**src/hdl/wbs_pkg.sv**
```systemverilog
// Shared types and constants for the weight bin selector.
`default_nettype none

package wbs_pkg;

    localparam int AREA_W   = 4;
    localparam int WEIGHT_W = 16;
    localparam int TAG_W    = 16;
    localparam int COUNT_W  = 5;
    localparam int DIST_W   = 17;
    localparam int ENTRY_W  = 2 * WEIGHT_W;

    localparam logic KIND_REG    = 1'b0;
    localparam logic KIND_WEIGHT = 1'b1;

    localparam logic STRAT_RANGE = 1'b0;
    localparam logic STRAT_SEQ   = 1'b1;

    typedef enum logic [1:0] {
        METHOD_RANGE   = 2'd0,
        METHOD_CLOSEST = 2'd1,
        METHOD_SEQ     = 2'd2,
        METHOD_NONE    = 2'd3
    } t_method;

    typedef enum logic [1:0] {
        ST_IDLE,
        ST_SCAN,
        ST_DONE
    } t_state;

    typedef struct packed {
        logic                kind;
        logic [AREA_W-1:0]   area_id;
        logic [WEIGHT_W-1:0] range_low;
        logic [WEIGHT_W-1:0] range_high;
        logic [TAG_W-1:0]    object_tag;
        logic [WEIGHT_W-1:0] weight;
    } t_in_item;

    typedef struct packed {
        logic [TAG_W-1:0]    object_out;
        logic [WEIGHT_W-1:0] weight_out;
        logic [AREA_W-1:0]   area_out;
        t_method             method;
    } t_out_item;

endpackage

`default_nettype wire

```
**src/hdl/wbs_ram.sv**
```systemverilog
// Generic single-write, single-read RAM with registered read data.
`default_nettype none

module wbs_ram #(
    parameter int WIDTH = 32,
    parameter int DEPTH = 16
) (
    input  wire logic                     i_clk,
    input  wire logic                     i_wr_en,
    input  wire logic [$clog2(DEPTH)-1:0] i_wr_addr,
    input  wire logic [WIDTH-1:0]         i_wr_data,
    input  wire logic [$clog2(DEPTH)-1:0] i_rd_addr,
    output logic      [WIDTH-1:0]         o_rd_data
);

    logic [WIDTH-1:0] r_mem [DEPTH];

    always_ff @(posedge i_clk) begin
        if (i_wr_en) begin
            r_mem[i_wr_addr] <= i_wr_data;
        end
        o_rd_data <= r_mem[i_rd_addr];
    end

endmodule

`default_nettype wire

```
**src/hdl/weight_bin_selector.sv**
```systemverilog
// Top level of the weight bin selector: area table, scan sequencer, output register.
// Register transaction: writes the area table, gives no result; the input stays ready.
// Weight transaction, range mode: the scan reads one table entry per cycle through the
//   table RAM read port; no new input is taken until the result is registered.
// Weight transaction, sequential mode: the result passes the done state into the output register;
//   a stalled result holds off input. Reset clears strategy, valid bits, count, pointer.
`default_nettype none

module weight_bin_selector
    import wbs_pkg::*;
#(
    parameter int AREA_SLOTS = 16
) (
    input  wire logic      i_clk,
    input  wire logic      i_rst_n,
    input  wire logic      i_in_valid,
    output logic           o_in_ready,
    input  wire t_in_item  i_in_data,
    output logic           o_out_valid,
    input  wire logic      i_out_ready,
    output t_out_item      o_out_data,
    input  wire logic      i_cfg_valid,
    output logic           o_cfg_ready,
    input  wire logic      i_cfg_data
);

    localparam int IDX_W = $clog2(AREA_SLOTS);
    localparam logic [IDX_W:0]   SLOTS_C = (IDX_W + 1)'(AREA_SLOTS);
    localparam logic [IDX_W-1:0] LAST_C  = IDX_W'(AREA_SLOTS - 1);

    t_state r_state, n_state;

    logic                  r_strategy;
    logic [AREA_SLOTS-1:0] r_valid, n_valid;
    logic [COUNT_W-1:0]    r_count, n_count;
    logic [AREA_W-1:0]     r_rr, n_rr;

    logic [TAG_W-1:0]      r_tag, n_tag;
    logic [WEIGHT_W-1:0]   r_w, n_w;

    logic [IDX_W:0]        r_idx, n_idx;
    logic                  r_rd_vld, n_rd_vld;
    logic [IDX_W-1:0]      r_rd_idx, n_rd_idx;

    logic                  r_found, n_found;
    logic [IDX_W-1:0]      r_match_id, n_match_id;
    logic                  r_have, n_have;
    logic [DIST_W-1:0]     r_best, n_best;
    logic [IDX_W-1:0]      r_best_id, n_best_id;

    logic [AREA_W-1:0]     r_res_area, n_res_area;
    t_method               r_res_method, n_res_method;

    logic                  r_out_valid, n_out_valid;
    t_out_item             r_out, n_out;

    logic                  in_fire;
    logic                  id_ok;
    logic [IDX_W-1:0]      wr_addr;
    logic                  ram_wr_en;
    logic [ENTRY_W-1:0]    ram_rd_data;
    logic [WEIGHT_W-1:0]   ent_low;
    logic [WEIGHT_W-1:0]   ent_high;
    logic                  ent_valid;
    logic                  in_range;
    logic [DIST_W-1:0]     ent_sum;
    logic [DIST_W-1:0]     w_dbl;
    logic [DIST_W-1:0]     ent_dist;
    logic                  seq_ok;
    logic                  scan_end;

    assign o_in_ready  = (r_state == ST_IDLE);
    assign o_cfg_ready = 1'b1;
    assign o_out_valid = r_out_valid;
    assign o_out_data  = r_out;

    assign in_fire   = i_in_valid && o_in_ready;
    assign id_ok     = 32'(i_in_data.area_id) < 32'(AREA_SLOTS);
    assign wr_addr   = IDX_W'(i_in_data.area_id);
    assign ram_wr_en = in_fire && (i_in_data.kind == KIND_REG) && id_ok;

    wbs_ram #(
        .WIDTH (ENTRY_W),
        .DEPTH (AREA_SLOTS)
    ) u_table (
        .i_clk     (i_clk),
        .i_wr_en   (ram_wr_en),
        .i_wr_addr (wr_addr),
        .i_wr_data ({i_in_data.range_high, i_in_data.range_low}),
        .i_rd_addr (r_idx[IDX_W-1:0]),
        .o_rd_data (ram_rd_data)
    );

    assign ent_low   = ram_rd_data[WEIGHT_W-1:0];
    assign ent_high  = ram_rd_data[ENTRY_W-1:WEIGHT_W];
    assign ent_valid = r_rd_vld && r_valid[r_rd_idx];
    assign in_range  = (r_w >= ent_low) && (r_w <= ent_high);
    assign ent_sum   = {1'b0, ent_low} + {1'b0, ent_high};
    assign w_dbl     = {r_w, 1'b0};
    assign ent_dist  = (w_dbl >= ent_sum) ? (w_dbl - ent_sum) : (ent_sum - w_dbl);
    assign scan_end  = r_rd_vld && (r_rd_idx == LAST_C);

    always_comb begin
        seq_ok = 1'b0;
        for (int i = 0; i < AREA_SLOTS; i++) begin
            if (i == int'(r_rr)) begin
                seq_ok = r_valid[i];
            end
        end
    end

    always_comb begin
        n_state = r_state;
        unique case (r_state)
            ST_IDLE: begin
                if (in_fire && (i_in_data.kind == KIND_WEIGHT) && (r_count != '0)) begin
                    n_state = (r_strategy == STRAT_SEQ) ? ST_DONE : ST_SCAN;
                end
            end
            ST_SCAN: begin
                if (scan_end) begin
                    n_state = ST_DONE;
                end
            end
            ST_DONE: begin
                if (!r_out_valid || i_out_ready) begin
                    n_state = ST_IDLE;
                end
            end
            default: n_state = ST_IDLE;
        endcase
    end

    always_comb begin
        n_valid      = r_valid;
        n_count      = r_count;
        n_rr         = r_rr;
        n_tag        = r_tag;
        n_w          = r_w;
        n_idx        = r_idx;
        n_rd_vld     = 1'b0;
        n_rd_idx     = r_rd_idx;
        n_found      = r_found;
        n_match_id   = r_match_id;
        n_have       = r_have;
        n_best       = r_best;
        n_best_id    = r_best_id;
        n_res_area   = r_res_area;
        n_res_method = r_res_method;
        n_out_valid  = r_out_valid && !i_out_ready;
        n_out        = r_out;

        unique case (r_state)
            ST_IDLE: begin
                if (ram_wr_en && !r_valid[wr_addr]) begin
                    n_valid[wr_addr] = 1'b1;
                    n_count          = r_count + 1'b1;
                end
                if (in_fire && (i_in_data.kind == KIND_WEIGHT)) begin
                    n_tag   = i_in_data.object_tag;
                    n_w     = i_in_data.weight;
                    n_idx   = '0;
                    n_found = 1'b0;
                    n_have  = 1'b0;
                    if (seq_ok && (32'(r_rr) < 32'(AREA_SLOTS))) begin
                        n_res_area   = r_rr;
                        n_res_method = METHOD_SEQ;
                    end else begin
                        n_res_area   = '0;
                        n_res_method = METHOD_NONE;
                    end
                    if (in_fire && (r_strategy == STRAT_SEQ) && (r_count != '0) &&
                        (n_res_method == METHOD_SEQ)) begin
                        n_rr = (COUNT_W'(r_rr) + 1'b1 == r_count) ? '0 : r_rr + 1'b1;
                    end
                end
            end
            ST_SCAN: begin
                if (r_idx < SLOTS_C) begin
                    n_rd_vld = 1'b1;
                    n_rd_idx = r_idx[IDX_W-1:0];
                    n_idx    = r_idx + 1'b1;
                end
                if (ent_valid && !r_found && in_range) begin
                    n_found    = 1'b1;
                    n_match_id = r_rd_idx;
                end
                if (ent_valid && (!r_have || (ent_dist < r_best))) begin
                    n_have    = 1'b1;
                    n_best    = ent_dist;
                    n_best_id = r_rd_idx;
                end
                if (scan_end) begin
                    if (n_found) begin
                        n_res_area   = AREA_W'(n_match_id);
                        n_res_method = METHOD_RANGE;
                    end else begin
                        n_res_area   = AREA_W'(n_best_id);
                        n_res_method = METHOD_CLOSEST;
                    end
                end
            end
            ST_DONE: begin
                if (!r_out_valid || i_out_ready) begin
                    n_out_valid      = 1'b1;
                    n_out.object_out = r_tag;
                    n_out.weight_out = r_w;
                    n_out.area_out   = r_res_area;
                    n_out.method     = r_res_method;
                end
            end
            default: ;
        endcase
    end

    always_ff @(posedge i_clk) begin
        if (!i_rst_n) begin
            r_state     <= ST_IDLE;
            r_strategy  <= STRAT_RANGE;
            r_valid     <= '0;
            r_count     <= '0;
            r_rr        <= '0;
            r_rd_vld    <= 1'b0;
            r_out_valid <= 1'b0;
        end else begin
            r_state     <= n_state;
            if (i_cfg_valid && o_cfg_ready) begin
                r_strategy <= i_cfg_data;
            end
            r_valid     <= n_valid;
            r_count     <= n_count;
            r_rr        <= n_rr;
            r_rd_vld    <= n_rd_vld;
            r_out_valid <= n_out_valid;
        end
    end

    always_ff @(posedge i_clk) begin
        r_tag        <= n_tag;
        r_w          <= n_w;
        r_idx        <= n_idx;
        r_rd_idx     <= n_rd_idx;
        r_found      <= n_found;
        r_match_id   <= n_match_id;
        r_have       <= n_have;
        r_best       <= n_best;
        r_best_id    <= n_best_id;
        r_res_area   <= n_res_area;
        r_res_method <= n_res_method;
        r_out        <= n_out;
    end

    a_count_matches_valid: assert property (@(posedge i_clk) disable iff (!i_rst_n)
        32'(r_count) == $countones(r_valid))
        else $error("entry count disagrees with valid bits");

    a_pointer_below_count: assert property (@(posedge i_clk) disable iff (!i_rst_n)
        (r_count != '0) |-> (COUNT_W'(r_rr) < r_count))
        else $error("round robin pointer at or beyond entry count");

    a_empty_no_work: assert property (@(posedge i_clk) disable iff (!i_rst_n)
        (in_fire && (i_in_data.kind == KIND_WEIGHT) && (r_count == '0))
        |=> (r_state == ST_IDLE))
        else $error("weight transaction on empty table started work");

    a_out_from_done: assert property (@(posedge i_clk) disable iff (!i_rst_n)
        $rose(o_out_valid) |-> ($past(r_state) == ST_DONE))
        else $error("result raised outside of done state");

endmodule

`default_nettype wire
```
**config.mk**
```make
export PLATFORM = sky130hd
export DESIGN_NAME = weight_bin_selector
export DESIGN_NICKNAME = d
export VERILOG_FILES = /design/src/hdl/wbs_pkg.sv /design/src/hdl/wbs_ram.sv /design/src/hdl/weight_bin_selector.sv
export SDC_FILE = /design/constraint.sdc
export NUM_CORES = 1
export LEC_CHECK = 0
export ABC_AREA = 1
export BUFFER_PORTS_ARGS = -buffer_cell sky130_fd_sc_hd__buf_2
export CORE_UTILIZATION = 52
export DETAILED_ROUTE_END_ITERATION = 10
export PLACE_DENSITY = 0.72
export SLEW_MARGIN = 20
export SYNTH_ARGS = -nofsm -noshare
export SYNTH_HDL_FRONTEND = slang
export SYNTH_SLANG_ARGS = --single-unit
```
**constraint.sdc**
```tcl
create_clock -name i_clk -period 6.05 [get_ports i_clk]
set_clock_uncertainty 0.2 [all_clocks]
set_input_delay 0.3025 -clock i_clk [delete_from_list [all_inputs] [get_ports i_clk]]
set_output_delay 0.3025 -clock i_clk [all_outputs]
set_load 0.05 [all_outputs]
```
After elaboration in Yosys (flattened, before gate mapping)

Memories as Yosys holds them, arrays and structs flattened. A register that Yosys moved wholly into a read port is not among the register bits.
Cells that the tools add are included.

Equal/unequal tests: 26
Add/subtract/negate cells: 7
Shift operators: 0
Mux-type cells: 57
Reductions and logical operators: 39
Bitwise logic cells: 2
Multipliers: 0
Div/mod/pow operators: 0
$lt $le $gt $ge: 8

Operator list:

| kind                  | count |
|---|---|
| $sub A17 B17 Y17      | 2 |
| $eq A4 B4 Y1 const A  | 8 |
| $mux W1               | 30 |
| $mux W4               | 7 |
| $add A16 B16 Y17      | 1 |
| $ge A17 B17 Y1        | 1 |
| $lt A17 B17 Y1        | 1 |
| $mux W17              | 1 |
| $eq A3 B4 Y1 const A  | 4 |
| $ge A16 B16 Y1        | 1 |
| $le A16 B16 Y1        | 1 |
| $logic_and A1 B1 Y1   | 16 |
| $mux W2               | 8 |
| $or A16 B16 Y16       | 1 |
| $reduce_and A3 Y1     | 5 |
| $reduce_and A2 Y1     | 7 |
| $add A5 B1 Y5 const B | 2 |
| $lt A4 B5 Y1 const B  | 2 |
| $mux W5               | 2 |
| $pmux W5 S2           | 1 |
| $bmux W1 S4           | 2 |
| $eq A2 B4 Y1 const A  | 2 |
| $ne A2 B2 Y1 const B  | 4 |
| $pmux W4 S2           | 1 |
| other kinds (21)      | 29 |

Output and inout port bits: 41
Memories kept: 1
Word-level logic and storage cells: 162
Latch bits: 0
Register bits after elaboration: 142
ROM bits: 0
Bits in writable memories: 512
Bits of input ports: 75

Memories:

| memory        | depth | width | read ports | clocked after Yosys merged registers in | wr ports | line          | source |
|---|---|---|---|---|---|---|---|
| u_table.r_mem | 16    | 32    | 1          | 1                                       | 1        | wbs_ram.sv:16 | `logic [WIDTH-1:0] r_mem [DEPTH];` |

Logic depth before layout (Yosys ltp)

Depth in word-level cells: 23
Depth in mapped cells: 42
Depth with buffers taken out: 40

Hierarchy

From an unflattened synthesis, not the netlist that was laid out.

Cell total of the unflattened synthesis: 3,216
Area total of the unflattened synthesis: 32,140.8 sq um

By module, submodules not included:

| module              | instances | cells each | area each (sq um) | sequential area each (sq um) |
|---|---|---|---|---|
| wbs_ram             | 1         | 2,120      | 22,730.6          | 16,015.4 |
| weight_bin_selector | 1         | 1,096      | 9,410.3           | 3,963.8 |

Worst setup path before layout

No wires, ideal clock.

Path kind: register -> register
Start point: reg u_table.o_rd_data[2], read port of u_table.r_mem
End point: reg r_best[0], enable pin
Path buffers: 3
Setup time: 391 ps
Stages on the path, launching flop included: 38
Arrival: 5,338 ps
Clock period less this slack: 5,929 ps
Slack: 121 ps
Required time: 5,459 ps
Cell sequence: dfxtp_1 -> ha_1 -> a21oi_1 -> nand2_1 -> a21o_1 -> a21oi_1 -> o21ai_1 -> nand3_1 -> nand2_1 -> a21oi_1 -> o21ai_1 -> xor2_1 -> inv_1 -> ha_1 -> clkbuf_2 -> nand2_1 -> nor2_1 -> nand3_1 -> [2 not listed] -> o21ai_2 -> a21oi_2 -> o21ba_1 -> nand2_2 -> buf_6 -> buf_12 -> o21ai_2 -> inv_1 -> ha_1 -> a21oi_1 -> nor2_1 -> nor3_1 -> nor3_1 -> o21ai_0 -> o311ai_0 -> nand2_1 -> nand2_1 -> nor2_1

Longest elaborated chain between the ends: 7
Elaborated cells between the ends (all ways): 9
Those cells by class: 3 x add/sub; 2 x order compare; 1 x mux; 3 x reduce/logical

Ends and longest elaborated chain:

| item                                                      | line                       | source |
|---|---|---|
| from (decl)                                               | wbs_ram.sv:13              | `output logic [WIDTH-1:0] o_rd_data` |
| $add A16 B16 Y17 *                                        | weight_bin_selector.sv:98  | `assign ent_sum = {1'b0, ent_low} + {1'b0, ent_high};` |
| $sub A17 B17 Y17 / $ge A17 B17 Y1 (equally long branches) | weight_bin_selector.sv:100 | `assign ent_dist = (w_dbl >= ent_sum) ? (w_dbl - ent_sum) : (ent_sum - w_dbl);` |
| $mux W17 *                                                | weight_bin_selector.sv:100 |  |
| named net ent_dist[2]                                     | weight_bin_selector.sv:68  | `logic [DIST_W-1:0] ent_dist;` |
| $lt A17 B17 Y1 *                                          | weight_bin_selector.sv:188 | `if (ent_valid && (!r_have \|\| (ent_dist < r_best))) begin` |
| $logic_or A1 B1 Y1 *                                      | weight_bin_selector.sv:188 |  |
| $logic_and A1 B1 Y1 *                                     | weight_bin_selector.sv:188 |  |
| $reduce_and A2 Y1 (no line) *                             | n/a                        |  |
| to (signal assigned)                                      | weight_bin_selector.sv:246 | `r_best <= n_best;` |
| to (decl)                                                 | weight_bin_selector.sv:48  | `logic [DIST_W-1:0] r_best, n_best;` |

Mark *: on every way through the listed nets, which the timed path passes. The rest lies on a longest branch.
A chain may end at the register's enable or synchronous reset.

Worst setup path in the final report

Start point: reg u_table.o_rd_data[16], read port of u_table.r_mem
End point: reg r_best[1], enable pin

Same word-level chain as after synthesis.

==> results.md <==
STA:
- Setup repair after global routing could not meet its margin everywhere.
- The final max-slew violation count is 0.
- The minimum hold slack is slightly below 0.08 ns.
- Setup violations remaining at the end of the flow were counted as 0.
- In the finished design, the share of the clock period the worst path needs comes to 98.0%.
- The highest clock rate is about 170 MHz.
- For the finished layout, the period the worst path requires is 5.93 ns.
- In this run the tightest slew margin relative to its limit is 23.6%.
- The final-report hold violation count is 0.
- The measured slew at the worst slew-check pin is between 1 and 1.5 ns.

Route:
- After detailed routing, the average wire length per cell comes to 21.0 microns.
- In the routed design, unresolved DRC markers number 0.
- The via total after detailed routing is 20,300.
- The detailed-routing iteration count for the pre-antenna-repair pass is 6.
- The number of nets with antenna violations after detailed routing is 0.
- Using the TritonRoute via totals, the vias-per-cell ratio works out to 5.74.
- The DRC marker count from the first detailed-route iteration is 2,055.
- The routed design has 73.9 mm of wire.

CTS:
- TritonCTS built the clock tree.
- At the later pin of the worst-skew pair, clock insertion delay measures 0.63 ns.
- The tree is rooted in a clkbuf_16.
- Buffers inserted during clock tree synthesis total 71.
- The tree built by TritonCTS fans out to 686 sinks.
- In this run the deepest clock path goes through 3 buffers.
- The depth of the CTS H-tree is 3.
- The clock transition at the registers of the reported paths is 0.06 ns.

Critical path:
- At the worst endpoint, the arrival time is 6.06 ns.
- The critical-path cell with the highest stage delay is ha_1.
- The startpoint class of the critical path is a register.
- The origin of the critical flop-to-flop path is u_table.o_rd_data[16].
- The highest fanout seen on the critical path is 8.
- Tracing the worst setup path back leads to its startpoint at u_table.o_rd_data[16].
- The slack of the worst reg-to-reg path is 0.12 ns.
- The worst setup path is captured at a register.
- The largest single stage delay on the critical path is between 0.3 and 0.4 ns.
- For the worst setup path, the data required time is 6.18 ns.
- In this design, the largest share of critical-path delay is due to compound AO/OA/AOI/OAI gates.
- The critical path contains buffers and inverters numbering 4 combined.
- The category of the most critical setup path is reg -> reg.

Yosys:
- In the post-synthesis netlist, the biggest area contributors are edfxtp_1 63%, nand2_1 4.9%, ha_1 4.3%.
- The total number of yosys warnings is 0.
- Of all flip-flops after synthesis, the portion carrying an async set or reset was 0%.
- The prevailing post-synth register cell is edfxtp_1.
- In the synthesized netlist, the number of instances is ~2,500.
- The mean post-synth cell area is around 12 sq um.
- The synthesized netlist occupies a cell area of 29,600 sq um.
- By count the netlist is led by 624 x edfxtp_1, 389 x nand2_1, 215 x inv_1.
- Synthesis produced a netlist with a net count of around 2,700.
- The number of library cell types mapped by synthesis is 61.
- The share of synthesized area in the top cell type comes to between 60% and 70%.
- In the post-synthesis netlist, the cell with the most instances is edfxtp_1.
- For this run, the register share of the synthesized area comes to 67.4%.
- Yosys mapped a number of flops with a built-in enable equal to 624.
- The post-synthesis sequential element count is 686.
- Summed over all instances, the cell type with the most area after synthesis is edfxtp_1.

Place:
- The post-DP HPWL is 42.3 mm.
- At the end of routability-driven placement, the weighted congestion stood at 0.909.
- The count of buffers from port buffering is between 100 and 150.

Power and ir drop:
- VDD sags by at most 749 uV.
- The net switching power is 8.82 mW.
- Of the total power, the share spent switching nets is 42.0%.
- The clock network fraction of total power is between 20 and 25%.
- The proportion of power drawn by combinational gates is approximately half.
- For this design the ratio of total power to cell area is 606 nW/um^2.
- Sequential cells burn around 28% of the power.
- The internal power consumption is about 12 mW.
- The leakage power figure is between 10 and 15 nW.
- The final total power is 21.0 mW.

Cells and area:
- Of the cells placed in the final design, the portion with a size suffix greater than 1 is between 10% and 20%.
- The final antenna diode count is 0.
- After the last flow step, the layout net total stands at just under 3,000.
- After filler insertion, the fill cell instance count of the layout stands at about 4,300.
- Compared with the post-synthesis result, the final layout area differs by 16.9%.

Floorplanning:
- The floorplan die height is 241 microns.
- The number of rows created at floorplan is 87.
- The width of the chip is 241 microns.
- Pin placement for this block handled 116 I/O pins.
- The floorplan step defined a die boundary enclosing 58,000 sq um.
- The area of the core region is 56,400 sq um.
- The initial core utilization is 52.6%.

Global route:
- The initial antenna violation count is 8.
- The total overflow left after global routing is 0.
- The maximum number of pins on one net before global-route repair is 181.
- In this run the most used layer during global routing was met2.
- The first global-routing pass estimated 111 mm of wire.
- The routing usage on met3 is around 4.3%.
- The via count of the first global-routing pass is between 15,000 and 20,000.
- Global routing used 33.1% of the available met1 tracks.
- Global routing consumed, on the met2 layer, 42.4% of the routing resources.
- Global routing used 25.3% of the available tracks.

Flow run:
- The tool flagged a number of max-cap violations equal to 0.

Run status:
- The flow ran to the end, and the final reports show no timing, DRC or antenna violations.

Hold path:
- The kind of path behind the tightest hold check is in -> reg.
- The startpoint of the lowest-slack hold path is i_in_data[68].
==> power groups by stage <==
stage	clock network [mW]	registers [mW]	logic, mW
finish	4.29	5.98	10.7
global route	4.53	6.02	11.9
detailed placement	0	6.06	9.61
global placement	0	6.04	9.39
CTS	4.34	5.97	9.73
floorplan	0	6.19	6.90
==> flip-flops by register name (all words and copies together), names as in the netlist <==
signal	count
r_match_id	4
r_rd_vld	1
r_rr	4
r_strategy	1
r_best	17
r_have	1
u_table.o_rd_data	32
r_rd_idx	4
o_out_data	38
r_best_id	4
r_idx	5
r_res_method	2
r_res_area	4
r_valid	16
r_state	2
r_w	16
r_found	1
o_out_valid	1
r_count	5
r_tag	16
u_table.r_mem	512
==> cells in the final DEF (no fill, tap or decap), types with 7 or more instances in the layout <==
cell           synthesis  routed
o21ai_1               15      16
nand2_2                3       8
nand2_4                2       7
buf_2                  6     114
nand2_1              389     380
a221oi_1              41      41
o22ai_1               46      46
inv_2                  3       7
nor3_2                 1      17
o221ai_1              29      29
edfxtp_1             624     624
clkbuf_1              92      13
a21oi_2                4      14
buf_4                  5      58
clkinv_1               0      15
dlygate4sd3_1          0      75
clkinv_2               0       9
nor3_1                29      13
xor2_1                36      36
o21ai_0              210     207
a21oi_1              185     175
dfxtp_1               62      57
clkbuf_16              0      74
nand3_1               84      83
nor2_1               192     186
ha_1                 102      92
ha_4                   0       9
nand4_1               42      42
o21a_1                 7       7
xnor2_1                9       9
inv_1                215     209
==> path summary, 6_finish.rpt <==
check                         to  depth (start not counted)
setup / recovery       r_best[1]                         35
hold / removal           r_found                          3
setup reg to reg       r_best[1]                         35
hold reg to reg   o_out_data[32]                          0
==> cells by family (layout without fill, tap and decap cells) <==
| group | count (synthesis) | in the layout | share of synthesized area (%) |
|---|---|---|---|
| adder cells (fa/ha/maj) | 105 | 105 | 4.51 |
| AND/OR/NAND/NOR | 753 | 754 | 10.6 |
| flip-flops | 686 | 686 | 67.4 |
| AO/OA/AOI/OAI | 578 | 578 | 11.5 |
| XOR/XNOR | 45 | 45 | 1.33 |
| buffers and inverters | 340 | 602 | 4.69 |
| other | 1 | 1 | 0.0126 |
==> final cells by class <==
type                    count  area (sq um)  area share, %
well taps                 756           946           2.73
clock buffers              86          1860           5.38
multi-input cells        1483          8670           25.0
repair buffers            256          1930           5.57
inverters                 218           826           2.38
flip-flops and latches    686         20000           57.7
clock inverters            42           443           1.28
==> stage by stage <==
step                TNS, ns  cells  worst slack (ns)  area [sq um]  utilization (%)
finish                    0   3527             0.118         34700             61.5
global route          -3.01   3527            -0.176         34700             61.5
global placement    -0.0295   3315          -0.00265         31200             55.3
detailed placement    -1.85   3315            -0.113         31200             55.3
floorplan                 0   2508             0.121         29600                -
CTS                       0   3518            0.0403         34200             60.7
==> timing repair <==
action	4_1_cts	5_1_grt
buffers inserted	0	6
setup endpoints to repair	22	26
gates resized for setup	3	67
pin swaps	0	39
hold endpoints to repair	567	0
cloned	0	3
hold buffers	75	0
==> worst min-delay path, stage by stage <==
cell	delay (ns)
buf_2	0.09
nand3_1	0.21
nand2_1	0.15
==> per-layer routing <==
metal | wire, microns | vias up | part of all wire [%]
met5 | 53 | - | 0.072
met4 | 2140 | 8 | 2.9
met3 | 5910 | 162 | 8.0
met2 | 36300 | 858 | 49
met1 | 29600 | 9801 | 40
li1 | - | 9429 | -
(Power assumes the default switching activity.)
